--- config.mk ---
export PLATFORM = sky130hd
export DESIGN_NAME = pbe_table
export DESIGN_NICKNAME = d
export VERILOG_FILES = /design/src/rtl/core/piecewise_bezier_evaluator_defines.svh /design/src/rtl/core/pbe_pkg.sv /design/src/rtl/core/pbe_table.sv
export SDC_FILE = /design/constraint.sdc
export NUM_CORES = 2
export LEC_CHECK = 0
export BUFFER_PORTS_ARGS = -buffer_cell sky130_fd_sc_hd__buf_2
export CORE_MARGIN = 5
export CORE_UTILIZATION = 55
export DETAILED_ROUTE_END_ITERATION = 8
export PLACE_DENSITY = 0.81
export SYNTH_ARGS = -nofsm -noshare
export SYNTH_HDL_FRONTEND = slang
export SYNTH_SLANG_ARGS = --single-unit
--- constraint.sdc ---
create_clock -name clk -period 16.1 [get_ports clk]
set_clock_uncertainty 0.15 [all_clocks]
set_input_delay 3.22 -clock clk [delete_from_list [all_inputs] [get_ports clk]]
set_output_delay 3.22 -clock clk [all_outputs]
set_load 0.02 [all_outputs]
--- src/rtl/core/piecewise_bezier_evaluator_defines.svh ---
// Assertion macros for the piecewise Bezier evaluator.
`ifndef PIECEWISE_BEZIER_EVALUATOR_DEFINES_SVH
`define PIECEWISE_BEZIER_EVALUATOR_DEFINES_SVH

`ifndef NO_ASSERTIONS
`define PBE_ASSERT(lbl, cond) \
    lbl: assert property (@(posedge clk) disable iff (!rst_n) (cond)) \
        else $error("pbe check failed");
`define PBE_IMPLY(lbl, ante, cons) \
    lbl: assert property (@(posedge clk) disable iff (!rst_n) (ante) |-> (cons)) \
        else $error("pbe check failed");
`define PBE_NEXT(lbl, ante, cons) \
    lbl: assert property (@(posedge clk) disable iff (!rst_n) (ante) |=> (cons)) \
        else $error("pbe check failed");
`else
`define PBE_ASSERT(lbl, cond)
`define PBE_IMPLY(lbl, ante, cons)
`define PBE_NEXT(lbl, ante, cons)
`endif

`endif

--- src/rtl/core/pbe_pkg.sv ---
// Shared types, constants and helpers of the Bezier evaluator.
package pbe_pkg;
    localparam int MAX_POINTS = 64;
    localparam int IDX_W      = 6;
    localparam int CNT_W      = 7;
    localparam int COORD_W    = 16;
    localparam int ACC_W      = 32;
    localparam int PROD_W     = 49;
    localparam int FRAC_W     = 12;
    localparam int ENTRY_W    = 3 * COORD_W;

    typedef enum logic [1:0] {
        OP_WRITE    = 2'd0,
        OP_EVAL_X   = 2'd1,
        OP_EVAL_SEG = 2'd2,
        OP_NONE     = 2'd3
    } opcode_t;

    typedef enum logic [3:0] {
        S_IDLE,
        S_DECODE,
        S_LAST,
        S_SCAN0,
        S_SCAN1,
        S_DIV,
        S_LOAD_RD,
        S_LOAD_WR,
        S_MUL,
        S_ADD
    } state_t;

    typedef struct packed {
        logic               en;
        logic [IDX_W-1:0]   addr;
        logic [ENTRY_W-1:0] data;
    } tbl_wr_t;

    function automatic logic signed [COORD_W-1:0] sat16(input logic signed [ACC_W-1:0] v);
        logic signed [COORD_W-1:0] r;
        if (v > 32'sd32767)
            r = 16'sh7FFF;
        else if (v < -32'sd32768)
            r = 16'sh8000;
        else
            r = v[COORD_W-1:0];
        return r;
    endfunction
endpackage

--- src/rtl/core/pbe_table.sv ---
// Control point memory: one write port, one registered read port.
module pbe_table
    import pbe_pkg::*;
(
    input  logic               clk,
    input  tbl_wr_t            wr,
    input  logic [IDX_W-1:0]   rd_addr,
    output logic [ENTRY_W-1:0] rd_data
);
    logic [ENTRY_W-1:0] mem [MAX_POINTS];
    logic [ENTRY_W-1:0] rd_data_reg;

    always_ff @(posedge clk)
    begin
        if (wr.en)
            mem[wr.addr] <= wr.data;
        rd_data_reg <= mem[rd_addr];
    end

    assign rd_data = rd_data_reg;
endmodule

# Word-level counts from Yosys, hierarchy flattened
# Memories as Yosys holds them, arrays and structs flattened. A register that Yosys moved wholly into a read port is not among the register bits.
# Index checks and enable logic that the tools add are counted.
# classes
muxes,2
# op_table
operator,n
two-way mux 1 bit,2
# totals
n_memories,1
output_inout_bits,48
ramBits,3072
wordCells,3
ff_bits,0
input_bits,62
# memory_table
name,depth,width,read_ports,rd_ports_with_merged_regs,write_ports,line,rtl
mem,64,48,1,1,1,pbe_table.sv:10,logic [ENTRY_W-1:0] mem [MAX_POINTS];

# Longest topological paths before layout
# logic_depth
word_depth,2
ltp_mapped,9
mapped_depth_nobuf,5

# Worst setup path before layout
# No wires, ideal clock.
# synth_path
path_kind,input port to flip-flop
from,input wr[51] (netlist name)
to,memory mem[48][0] (netlist name) (enable)
path_buffers,1
slack_ns,8.445
arrival_ns,6.992
setup_time_ns,0.513
path_stages,4
required_time_ns,15.437
cell_sequence,clkbuf_1 nor2b_1 nand4b_1 nor3_1
# synth_rtl
element,line,rtl
start: declaration,pbe_table.sv:6,"input tbl_wr_t wr,"
end: declaration,pbe_table.sv:10,
# No word-level cell before the write port.

==> impl_metrics.ini <==
[status]
outcome = finished clean

[sta]
fmax_mhz = 143.2
finalCritPeriodShare = 0.4336
relSlewSlack = 0.05330
setup_viol = 0
setup_tns_ns = 0
rsz0062_at_grt = false
slew_violations = 0
tightest_slew_ns = 1.417
period_needed_ns = 6.981
final_hold_viol_count = 0

[job]
drv_cap = 0

[placed_design]
io_buffers = 109
globalplace.congestion = 0.7980
dp_hpwl_um = 161400
place_area_um2 = 121300

[clock_network]
path_clk_slew_ns = 0.06
clk-insertion-delay-late_ns = 0.98
post-cts-setup-buffer-count = 0
clkSinkCount = 3120
root_buffer = clkbuf_16
cts_max_path_buffers = 4
ctsHtreeMaxLevel = 5
cts_resized = 0
hold_buffers = 0
cts_buffers = 309
cts_tree = built

[synthesis]
yosys_register_bits = 3120
syn_inst = 4970
synth_cell_types = 36
syn-num-nets = 5032
synth_area_leaders = edfxtp_1 79%, mux4_2 14%, dfxtp_1 0.82%
synth_top_cell_area_share = 0.7877
yosys.area.top_type = edfxtp_1
syn_area_um2 = 117100
avgSynthCellArea_um2 = 23.56
ys_warn_count = 0
yosysSeqAreaShare = 0.7959

[critical_path]
critPathMaxStageDelay_ns = 0.83
start_kind = primary input
critical_path_arrival_ns = 7.65
cp-end-kind = flip-flop
path_class = primary input to flip-flop
crit_chain = buf_8 > buf_4 > buf_4 > or2_2 > buf_4 > o22ai_1 > nor2_1 > a21oi_1 > nor2_1
crit_path_frequent_cell = buf_4
cp_slowest_cell = buf_4
crit_fanout = 117
critical_path_required_ns = 16.77

[layout]
nNetsFinal = 5301
mostFrequentLayoutCell = edfxtp_1
nFillCells = 13039
syn2layout_area_growth_pct = 11.92
layout_common_cells = 3072 x edfxtp_1, 754 x mux4_2, 318 x clkbuf_16
drive_gt1_frac = 0.2766
postLayoutCellArea_um2 = 131100
postLayoutCoreUtil = 0.6181
largest_register_ffs = 3072

[pwr]
power.share.switching = 0.2116
power.density_nw_per_um2 = 129.0
total_power_w = 0.01692
p_int_w = 0.01334
leakage_nw = 40.55
max-vdd-ir-drop_v = 0.0001253
clock_power_share = 0.419
pwr-share-seq = 0.534
comb_power_share = 0.047
power.switching_w = 0.003580

[routing]
ant_nets = 0
wire_per_inst_um = 40.57
firstDrtPassIters = 6
finalWirelength_um = 337200
drtIter0Drc = 10605
drcViolationCount = 0
vias_per_cell = 7.237
vias = 60157

[global_routing]
grt-ovfl-total = 0
grt_pass1_vias = 62029
antenna_found_initial = 35
grt_pass1_wl_um = 471000
grt_max_degree = 118
grt_usage = 0.3035

[floorplan]
start_util = 0.5522
dieArea_um2 = 222300
rows = 169
coreArea_um2 = 212100
die_h_um = 471.5
io-pin-count = 110
die_w_um = 471.5

[worst_hold_path]
min_path_type = flip-flop to flip-flop
==> Yosys cell counts <==
library cell and number:
o221ai_1 28, o22ai_1 122, clkbuf_2 1, or3_1 3, or3b_2 4, mux4_2 754, a31o_2 5, a311o_1 1
mux2_2 12, a221oi_1 83, nand4b_1 1, a211oi_1 32, a31oi_1 1, nand3_1 7, and2_1 3, buf_4 62
and3_1 1, a311oi_1 11, or2_2 3, mux2i_1 63, nand2_1 55, dfxtp_1 48, nor2b_1 24, nand3b_1 5
a22oi_1 72, buf_6 11, a21oi_1 74, clkbuf_1 98, buf_1 12, nand2b_1 10, nand4_1 2, nor3_1 3
edfxtp_1 3072, a22o_1 57, nor2_1 132, buf_2 98
==> final cells by class <==
type	count	area, um^2	area share
diodes	25	62.56	0.0004773
clock buffers	407	8432	0.06432
clock inverters	131	1265	0.009650
multi-input cells	1568	22950	0.1750
flip-flops and latches	3120	93210	0.7111
well taps	2821	3530	0.02693
repair buffers	240	1639	0.01250
==> through the flow <==
| step | hold WS, ns | std cells | setup WS (ns) |
|---|---|---|---|
| 3_5_place_dp | 0.6285 | 7748 | 8.476 |
| 2_1_floorplan | 0.5596 | 4970 | 8.445 |
| 5_1_grt | 0.6497 | 8295 | 9.082 |
| 4_1_cts | 0.6334 | 8286 | 9.297 |
| 3_3_place_gp | 0.5902 | 7748 | 8.470 |
| 6_report | 0.6303 | 8312 | 9.119 |
==> cells by family (layout without fill, tap and decap cells) <==
group	Yosys count	count (layout)	synth area share
muxes	829	829	0.1515
AOI/OAI and AO/OA	486	486	0.03024
DFF	3120	3120	0.7959
and+or+nand+nor	253	253	0.009572
buffers and inverters	282	778	0.01279
other	0	25	0
==> final timing paths <==
check,startpoint,endpoint,slack (ns),cells after the start
worst max-delay path,rd_addr[2],rd_data[12],9.12,9
worst min-delay path,mem[58][36],rd_data[36],0.63,4
worst max register to register,mem[43][46],rd_data[46],13.75,5
worst min register to register,mem[58][36],rd_data[36],0.63,4
==> worst max-delay path: cells and delay by family <==
kind / cells / cell delay, ns
compound gates: 2 / 0.45
buf+inv: 4 / 2.80
simple gates: 3 / 0.78
==> metal layers <==
layer  GRT usage  routed length [um]  vias to the layer above
li1            -                   -                    22020
met1      0.3794              102300                    30850
met2      0.4838              161900                     5906
met3     0.08629               49860                     1365
met4      0.1704               23070                       16
met5           0                 114                        -
==> power by group through the flow <==
stage,Combinational (W),Clock [W],Sequential (W)
global placement,0.000732,0,0.00920
global route,0.000820,0.00749,0.00904
finish,0.000789,0.00709,0.00904
floorplan,0.000430,0,0.00920
CTS,0.000777,0.00711,0.00904
detailed placement,0.000756,0,0.00921
Note: power is estimated with default switching activity, not from simulation.
