--- src/rtl/core/piecewise_bezier_evaluator_defines.svh ---
// Assertion macros for the piecewise Bezier evaluator.
`ifndef PIECEWISE_BEZIER_EVALUATOR_DEFINES_SVH
`define PIECEWISE_BEZIER_EVALUATOR_DEFINES_SVH

`ifndef NO_ASSERTIONS
`define PBE_ASSERT(lbl, cond) \
    lbl: assert property (@(posedge clk) disable iff (!rst_n) (cond)) \
        else $error("pbe check failed");
`define PBE_IMPLY(lbl, ante, cons) \
    lbl: assert property (@(posedge clk) disable iff (!rst_n) (ante) |-> (cons)) \
        else $error("pbe check failed");
`define PBE_NEXT(lbl, ante, cons) \
    lbl: assert property (@(posedge clk) disable iff (!rst_n) (ante) |=> (cons)) \
        else $error("pbe check failed");
`else
`define PBE_ASSERT(lbl, cond)
`define PBE_IMPLY(lbl, ante, cons)
`define PBE_NEXT(lbl, ante, cons)
`endif

`endif

--- src/rtl/core/pbe_pkg.sv ---
// Shared types, constants and helpers of the Bezier evaluator.
package pbe_pkg;
    localparam int MAX_POINTS = 64;
    localparam int IDX_W      = 6;
    localparam int CNT_W      = 7;
    localparam int COORD_W    = 16;
    localparam int ACC_W      = 32;
    localparam int PROD_W     = 49;
    localparam int FRAC_W     = 12;
    localparam int ENTRY_W    = 3 * COORD_W;

    typedef enum logic [1:0] {
        OP_WRITE    = 2'd0,
        OP_EVAL_X   = 2'd1,
        OP_EVAL_SEG = 2'd2,
        OP_NONE     = 2'd3
    } opcode_t;

    typedef enum logic [3:0] {
        S_IDLE,
        S_DECODE,
        S_LAST,
        S_SCAN0,
        S_SCAN1,
        S_DIV,
        S_LOAD_RD,
        S_LOAD_WR,
        S_MUL,
        S_ADD
    } state_t;

    typedef struct packed {
        logic               en;
        logic [IDX_W-1:0]   addr;
        logic [ENTRY_W-1:0] data;
    } tbl_wr_t;

    function automatic logic signed [COORD_W-1:0] sat16(input logic signed [ACC_W-1:0] v);
        logic signed [COORD_W-1:0] r;
        if (v > 32'sd32767)
            r = 16'sh7FFF;
        else if (v < -32'sd32768)
            r = 16'sh8000;
        else
            r = v[COORD_W-1:0];
        return r;
    endfunction
endpackage

--- src/rtl/core/pbe_div.sv ---
// Radix-2 restoring divider for the local parameter, quotient at most 1.0 in Q1.12.
module pbe_div
    import pbe_pkg::*;
(
    input  logic          clk,
    input  logic          rst_n,
    input  logic          start,
    input  logic [16:0]   num,
    input  logic [16:0]   den,
    output logic          done,
    output logic [12:0]   quo
);
    logic [17:0] rem_reg, rem_next;
    logic [16:0] den_reg, den_next;
    logic [12:0] quo_reg, quo_next;
    logic [3:0]  cnt_reg, cnt_next;
    logic        run_reg, run_next;
    logic        done_reg, done_next;
    logic [17:0] trial;

    always_ff @(posedge clk or negedge rst_n)
    begin
        if (!rst_n)
        begin
            run_reg  <= 1'b0;
            done_reg <= 1'b0;
            cnt_reg  <= '0;
        end
        else
        begin
            run_reg  <= run_next;
            done_reg <= done_next;
            cnt_reg  <= cnt_next;
        end
    end

    always_ff @(posedge clk)
    begin
        rem_reg <= rem_next;
        den_reg <= den_next;
        quo_reg <= quo_next;
    end

    always_comb
    begin
        rem_next  = rem_reg;
        den_next  = den_reg;
        quo_next  = quo_reg;
        cnt_next  = cnt_reg;
        run_next  = run_reg;
        done_next = 1'b0;
        trial     = (cnt_reg == 4'd0) ? rem_reg : {rem_reg[16:0], 1'b0};
        if (start)
        begin
            rem_next = {1'b0, num};
            den_next = den;
            quo_next = '0;
            cnt_next = '0;
            run_next = 1'b1;
        end
        else if (run_reg)
        begin
            if (trial >= {1'b0, den_reg})
            begin
                rem_next = trial - {1'b0, den_reg};
                quo_next = {quo_reg[11:0], 1'b1};
            end
            else
            begin
                rem_next = trial;
                quo_next = {quo_reg[11:0], 1'b0};
            end
            if (cnt_reg == 4'd12)
            begin
                run_next  = 1'b0;
                done_next = 1'b1;
            end
            else
                cnt_next = cnt_reg + 4'd1;
        end
    end

    assign done = done_reg;
    assign quo  = quo_reg;
endmodule

--- config.mk ---
export PLATFORM = sky130hd
export DESIGN_NAME = pbe_div
export DESIGN_NICKNAME = d
export VERILOG_FILES = /design/src/rtl/core/piecewise_bezier_evaluator_defines.svh /design/src/rtl/core/pbe_pkg.sv /design/src/rtl/core/pbe_div.sv
export SDC_FILE = /design/constraint.sdc
export NUM_CORES = 1
export LEC_CHECK = 0
export ABC_AREA = 1
export BUFFER_PORTS_ARGS = -buffer_cell sky130_fd_sc_hd__buf_4
export CAP_MARGIN = 20
export CELL_PAD_IN_SITES_DETAIL_PLACEMENT = 1
export CELL_PAD_IN_SITES_GLOBAL_PLACEMENT = 1
export CORE_MARGIN = 5
export CORE_UTILIZATION = 45
export DETAILED_ROUTE_END_ITERATION = 8
export PLACE_DENSITY_LB_ADDON = 0.1
export SYNTH_ARGS = -nofsm -noshare
export SYNTH_HDL_FRONTEND = slang
export SYNTH_SLANG_ARGS = --single-unit
--- constraint.sdc ---
create_clock -name clk -period 7.8 [get_ports clk]
set_input_delay 0.39 -clock clk [delete_from_list [all_inputs] [get_ports clk]]
set_output_delay 0.39 -clock clk [all_outputs]
set_load 0.03 [all_outputs]
Word level (Yosys, flattened, before mapping). Index checks and enable logic that the tools add are counted.

Logic and storage cells: 29. Register bits: 54. Output and inout port bits: 14. Bits of input ports: 37.

$add $sub $neg: 2. Eq/ne operators: 2. Muxes and demuxes: 14. $lt $le $gt $ge: 1. Reductions and logical operators: 3.

Operators by type and width (number): 18-bit 2-to-1 mux (2); 17-bit 2-to-1 mux (2); 18-bit by 17-bit >= comparator with 1-bit output (1); 18-bit by 17-bit subtractor with 18-bit output (1); 4-bit 2-to-1 mux (3); 1-bit 2-to-1 mux (7); 4-bit by 1-bit adder with 4-bit output, second input constant (1); 4-bit equality test, second input constant (1); 4-bit zero test (1); 2-bit != test, second input constant (1); 2-bit AND reduction (1); 2-bit nonzero test (1).

Logic depth before layout (Yosys ltp).
Depth after elaboration: 6. Mapped depth: 19.

Worst setup path before layout. No wires, ideal clock.

Path kind: register -> register. From: register cnt_reg[0]. To: register rem_reg[10], data pin. Library setup time: 0.253 ns. Stages on the path, launching flop included: 17. Arrival: 2.533 ns. Setup slack: 5.014 ns. Path through: dfrtp_1 > inv_1 > ha_1 > nand2_4 > clkbuf_1 > nand2_1 > o21ai_0 > ha_1 > a21oi_1 > nand2_1 > nand2_1 > nand3b_1 > nand2_2 > buf_2 > nand4_1 > nand3_1 > nand2_1.

Cells in the longest elaborated chain, start to end: 6. Elaborated cells on any way between the ends: 7.

RTL lines: start: declaration (line pbe_div.sv:16) `logic [3:0] cnt_reg, cnt_next;`; start signal: assignment (line pbe_div.sv:33) `cnt_reg <= cnt_next;`; 4-bit zero test (*) (line pbe_div.sv:52) `trial = (cnt_reg == 4'd0) ? rem_reg : {rem_reg[16:0], 1'b0};`; 18-bit 2-to-1 mux (*) (line pbe_div.sv:52); 18-bit by 17-bit subtractor with 18-bit output or 18-bit by 17-bit >= comparator with 1-bit output (tied branches) (line pbe_div.sv:65, pbe_div.sv:63); 18-bit 2-to-1 mux (*) (line pbe_div.sv:63) `if (trial >= {1'b0, den_reg})`; 17-bit 2-to-1 mux (*) (line pbe_div.sv:61) `else if (run_reg)`; 17-bit 2-to-1 mux (*) (line pbe_div.sv:53) `if (start)`; via rem_next[10] (line pbe_div.sv:13) `logic [17:0] rem_reg, rem_next;`; end signal: assignment (line pbe_div.sv:39) `rem_reg <= rem_next;`; end: declaration (line pbe_div.sv:13).

Mark *: on every way through the listed nets, which the timed path passes. The rest lies on a longest branch. The select of a mux whose other input is x is not followed. A chain may end at the register's enable or synchronous reset.

Worst setup path after layout.
From: register cnt_reg[0]. To: register rem_reg[16], data pin.

The elaborated chain is that of the path after synthesis.

==> metrics <==
highest routed layer met4; buffers added on ports 50; Psw 0.0007236 W; top-level I/O count 51; standard-cell row count 33; Final Cell Area 4272 µm²; Fmax 281.0 MHz; Synthesis Warnings 0; routed vias 3347; hold path depth 1; post-route ant nets 0; gr usage total 0.2077; DR WL/cell 15.38 µm; Die X 100.6 µm; critical path data required time 7990 ps; Critical Path End Type flop; met3 routed WL 390 µm; post-DP HPWL 7671 µm; fraction of layout cells with a size suffix above 1 0.1551; met2 wire len 4846 µm; skew final 17.62 ps; crit share post-route 0.4562; post-CTS sizing 0; WP buf/inv 1; max incr delay on CP 410 ps; Final min period 3559 ps; clock buffer count from CTS 5; Critical Path Most Common Cell nand2_1; H-tree depth 2; clock latency on the worst-skew pair 330 ps; max reg flops 18; #FFs+latches synth 54; overall die area 10120 µm²; largest net degree at the start of global routing 38; Seq/Total Area, Yosys 0.3928; Total Power 0.001515 W; Clock Power Share 0.134; CP max FO 33; static leakage 2.196 nW; PwrDens 354.6 nW/µm²; register share of total power 0.272; M1 WL 4686 µm; Initial Util 0.4566; vias in the first global route 3567; Arr. time, crit path 3750 ps; Fill cells 1073; mapped cell area 3695 µm²; hold path endpoint den_reg[10]; slowest CP cell dfrtp_1; detailed-route wire length 10050 µm; area grow syn2layout 15.61%; internal power 0.0007910 W; # DRC 0; Synth Net Count 558; Root Driver clkbuf_8; FF-to-FF path depth 14; Worst-path clk slew 120 ps; Worst setup SP type flop; Via density 5.126; initial antenna violation count 0; final net count 604; first-pass GRT wire length 16810 µm; combinational share of power 0.594; clock sinks 54; core area 8093 µm²; Worst Tran Pin Value 757.4 ps; Initial DRT Pass Iterations 4; Min Hold Slack 229.9 ps; CP top delay family simple AND/OR/NAND/NOR gates; Net Sw Frac 0.4777; Final Slew Violations 0; Final setup viols 0; CP Class flop to flop; post-synthesis cell count 501; RSZ-0062 raised after global routing false; max-cap viol count 0; Setup TNS Final 0 ps; Placed Instance Area 4130 µm²; maximum vdd drop 0.1575 mV; Post-CTS Setup Bufs 0; clk buf depth 2; # diodes 0; Slew HR 0.4945; Netlist cell types 33; Reg-to-Reg Start cnt_reg[0]; Die H 100.6 µm; Overflow after GRT 0; syn_area_per_cell 7.375 µm²; Final Wtd Congestion 0.8903; final hold violation count 0; worst path cell trace inv_1 -> ha_1 -> nand2_4 -> o21ai_0 -> ha_1 -> a21oi_1 -> nand2_1 -> nand2_1 -> nand3b_1 -> nand2_2 -> nand3_4 -> nand2_1 -> nand3_1 -> nand2_1; Hold Path Origin den[10]; outcome complete, no violations; Worst Hold Class input port to flop; TritonCTS clock tree yes; Reg2Reg Setup Slack 4240 ps; DRT iter0 DRCs 85; worst reg2reg endpoint rem_reg[16]
logic make-up after synthesis:
logic type / Yosys count / share of synthesized area
and+or+nand+nor: 253 / 0.3207
buffers and inverters: 115 / 0.1233
DFF: 54 / 0.3928
AOI/OAI and AO/OA: 50 / 0.07213
adders and majority gates: 20 / 0.06976
xor gates and xnor gates: 9 / 0.02134
synthesized netlist by cell type:
library cell  count  area (µm²)
nand2_1         142       533.0
inv_1           101       379.1
nand3_1          36       180.2
edfxtp_1         34        1021
nor2_1           24       90.09
o21ai_0          24       120.1
ha_1             19       237.7
nand4_1          18       112.6
a21oi_1          14       70.07
dfxtp_1          14       280.3
nand2_2          12       75.07
o22ai_1          11       68.82
clkbuf_1          7       26.28
xnor2_1           7       61.31
dfrtp_1           6       150.1
buf_2             5       25.02
nand3b_1          5       37.54
nand2_4           3       33.78
nor2_2            3       18.77
nor3_1            2       10.01
xor2_1            2       17.52
and3_1            1       6.260
buf_12            1       20.02
clkinv_2          1       5.000
fa_1              1       20.02
nand3_2           1       10.01
nand3_4           1       17.52
nand4_2           1       12.51
nor2_4            1       11.26
nor2_8            1       20.02
nor3_2            1       10.01
o21bai_1          1       7.510
or2_2             1       6.260
repair_timing:
action                                  CTS  global route
hold buffers                              1             0
endpoints found under the hold margin     6             0
endpoints found under the setup margin    0             0
metal layers:
layer / track usage / vias up
met4: 0.05907 / 0
met5: 0 / -
met1: 0.2648 / 1586
met2: 0.3585 / 58
met3: 0.03737 / 13
li1: - / 1690
area by class of cell:
type | count | area (µm²) | area share
Clock buffer | 5 | 68.82 | 0.01611
Clock inverter | 3 | 47.55 | 0.01113
Inverter | 102 | 384.1 | 0.08992
Multi-Input combinational cell | 332 | 1788 | 0.4186
Sequential cell | 54 | 1451 | 0.3398
Tap cell | 105 | 131.4 | 0.03076
Timing Repair Buffer | 52 | 400.4 | 0.09373
per-stage QoR:
| stage | setup WS (ps) | std cells | util |
|---|---|---|---|
| 2_1_floorplan | 5014 | 501 | - |
| 6_report | 4241 | 653 | 0.5278 |
| 3_5_place_dp | 4282 | 643 | 0.5104 |
| 5_1_grt | 3922 | 653 | 0.5278 |
| 3_3_place_gp | 4419 | 643 | 0.5104 |
| 4_1_cts | 4256 | 652 | 0.5260 |
worst max-delay path by stage:
stage	start	to	slack, ps	cells past startpoint
2_1_floorplan	cnt_reg[0]	rem_reg[10]	5010	16
3_3_place_gp	cnt_reg[0]	rem_reg[16]	4420	15
3_5_place_dp	cnt_reg[0]	rem_reg[4]	4280	15
4_1_cts	cnt_reg[0]	rem_reg[4]	4260	15
5_1_grt	cnt_reg[0]	rem_reg[16]	3920	14
6_report	cnt_reg[0]	rem_reg[16]	4240	14
worst reg2reg max path, cell delays in order, from the launching register on:
cell      delay (ps)
dfrtp_1          410
inv_1            100
ha_1             260
nand2_4          240
o21ai_0          320
ha_1             340
a21oi_1          310
nand2_1          100
nand2_1           90
nand3b_1         140
nand2_2          390
nand3_4          360
nand2_1          160
nand3_1          100
nand2_1          100
cell usage in the layout, fill, tap and decap left out, drive strengths merged, types with 2 or more instances in the layout:
cell type / n
nand2: 157
inv: 103
buf: 51
nand3: 38
edfxtp: 34
nor2: 29
o21ai: 24
ha: 19
nand4: 19
a21oi: 14
dfxtp: 14
o22ai: 11
xnor2: 7
dfrtp: 6
nand3b: 5
clkbuf: 5
nor3: 3
xor2: 2
power by group through the flow:
stage	registers, W	clock network (W)	logic [W]
after floorplan	0.000418	0	0.000678
after global placement	0.000416	0	0.000861
after detailed placement	0.000419	0	0.000888
after CTS	0.000412	0.000211	0.000898
after global routing	0.000418	0.000224	0.00102
final	0.000412	0.000204	0.000899
(Power assumes the default switching activity.)
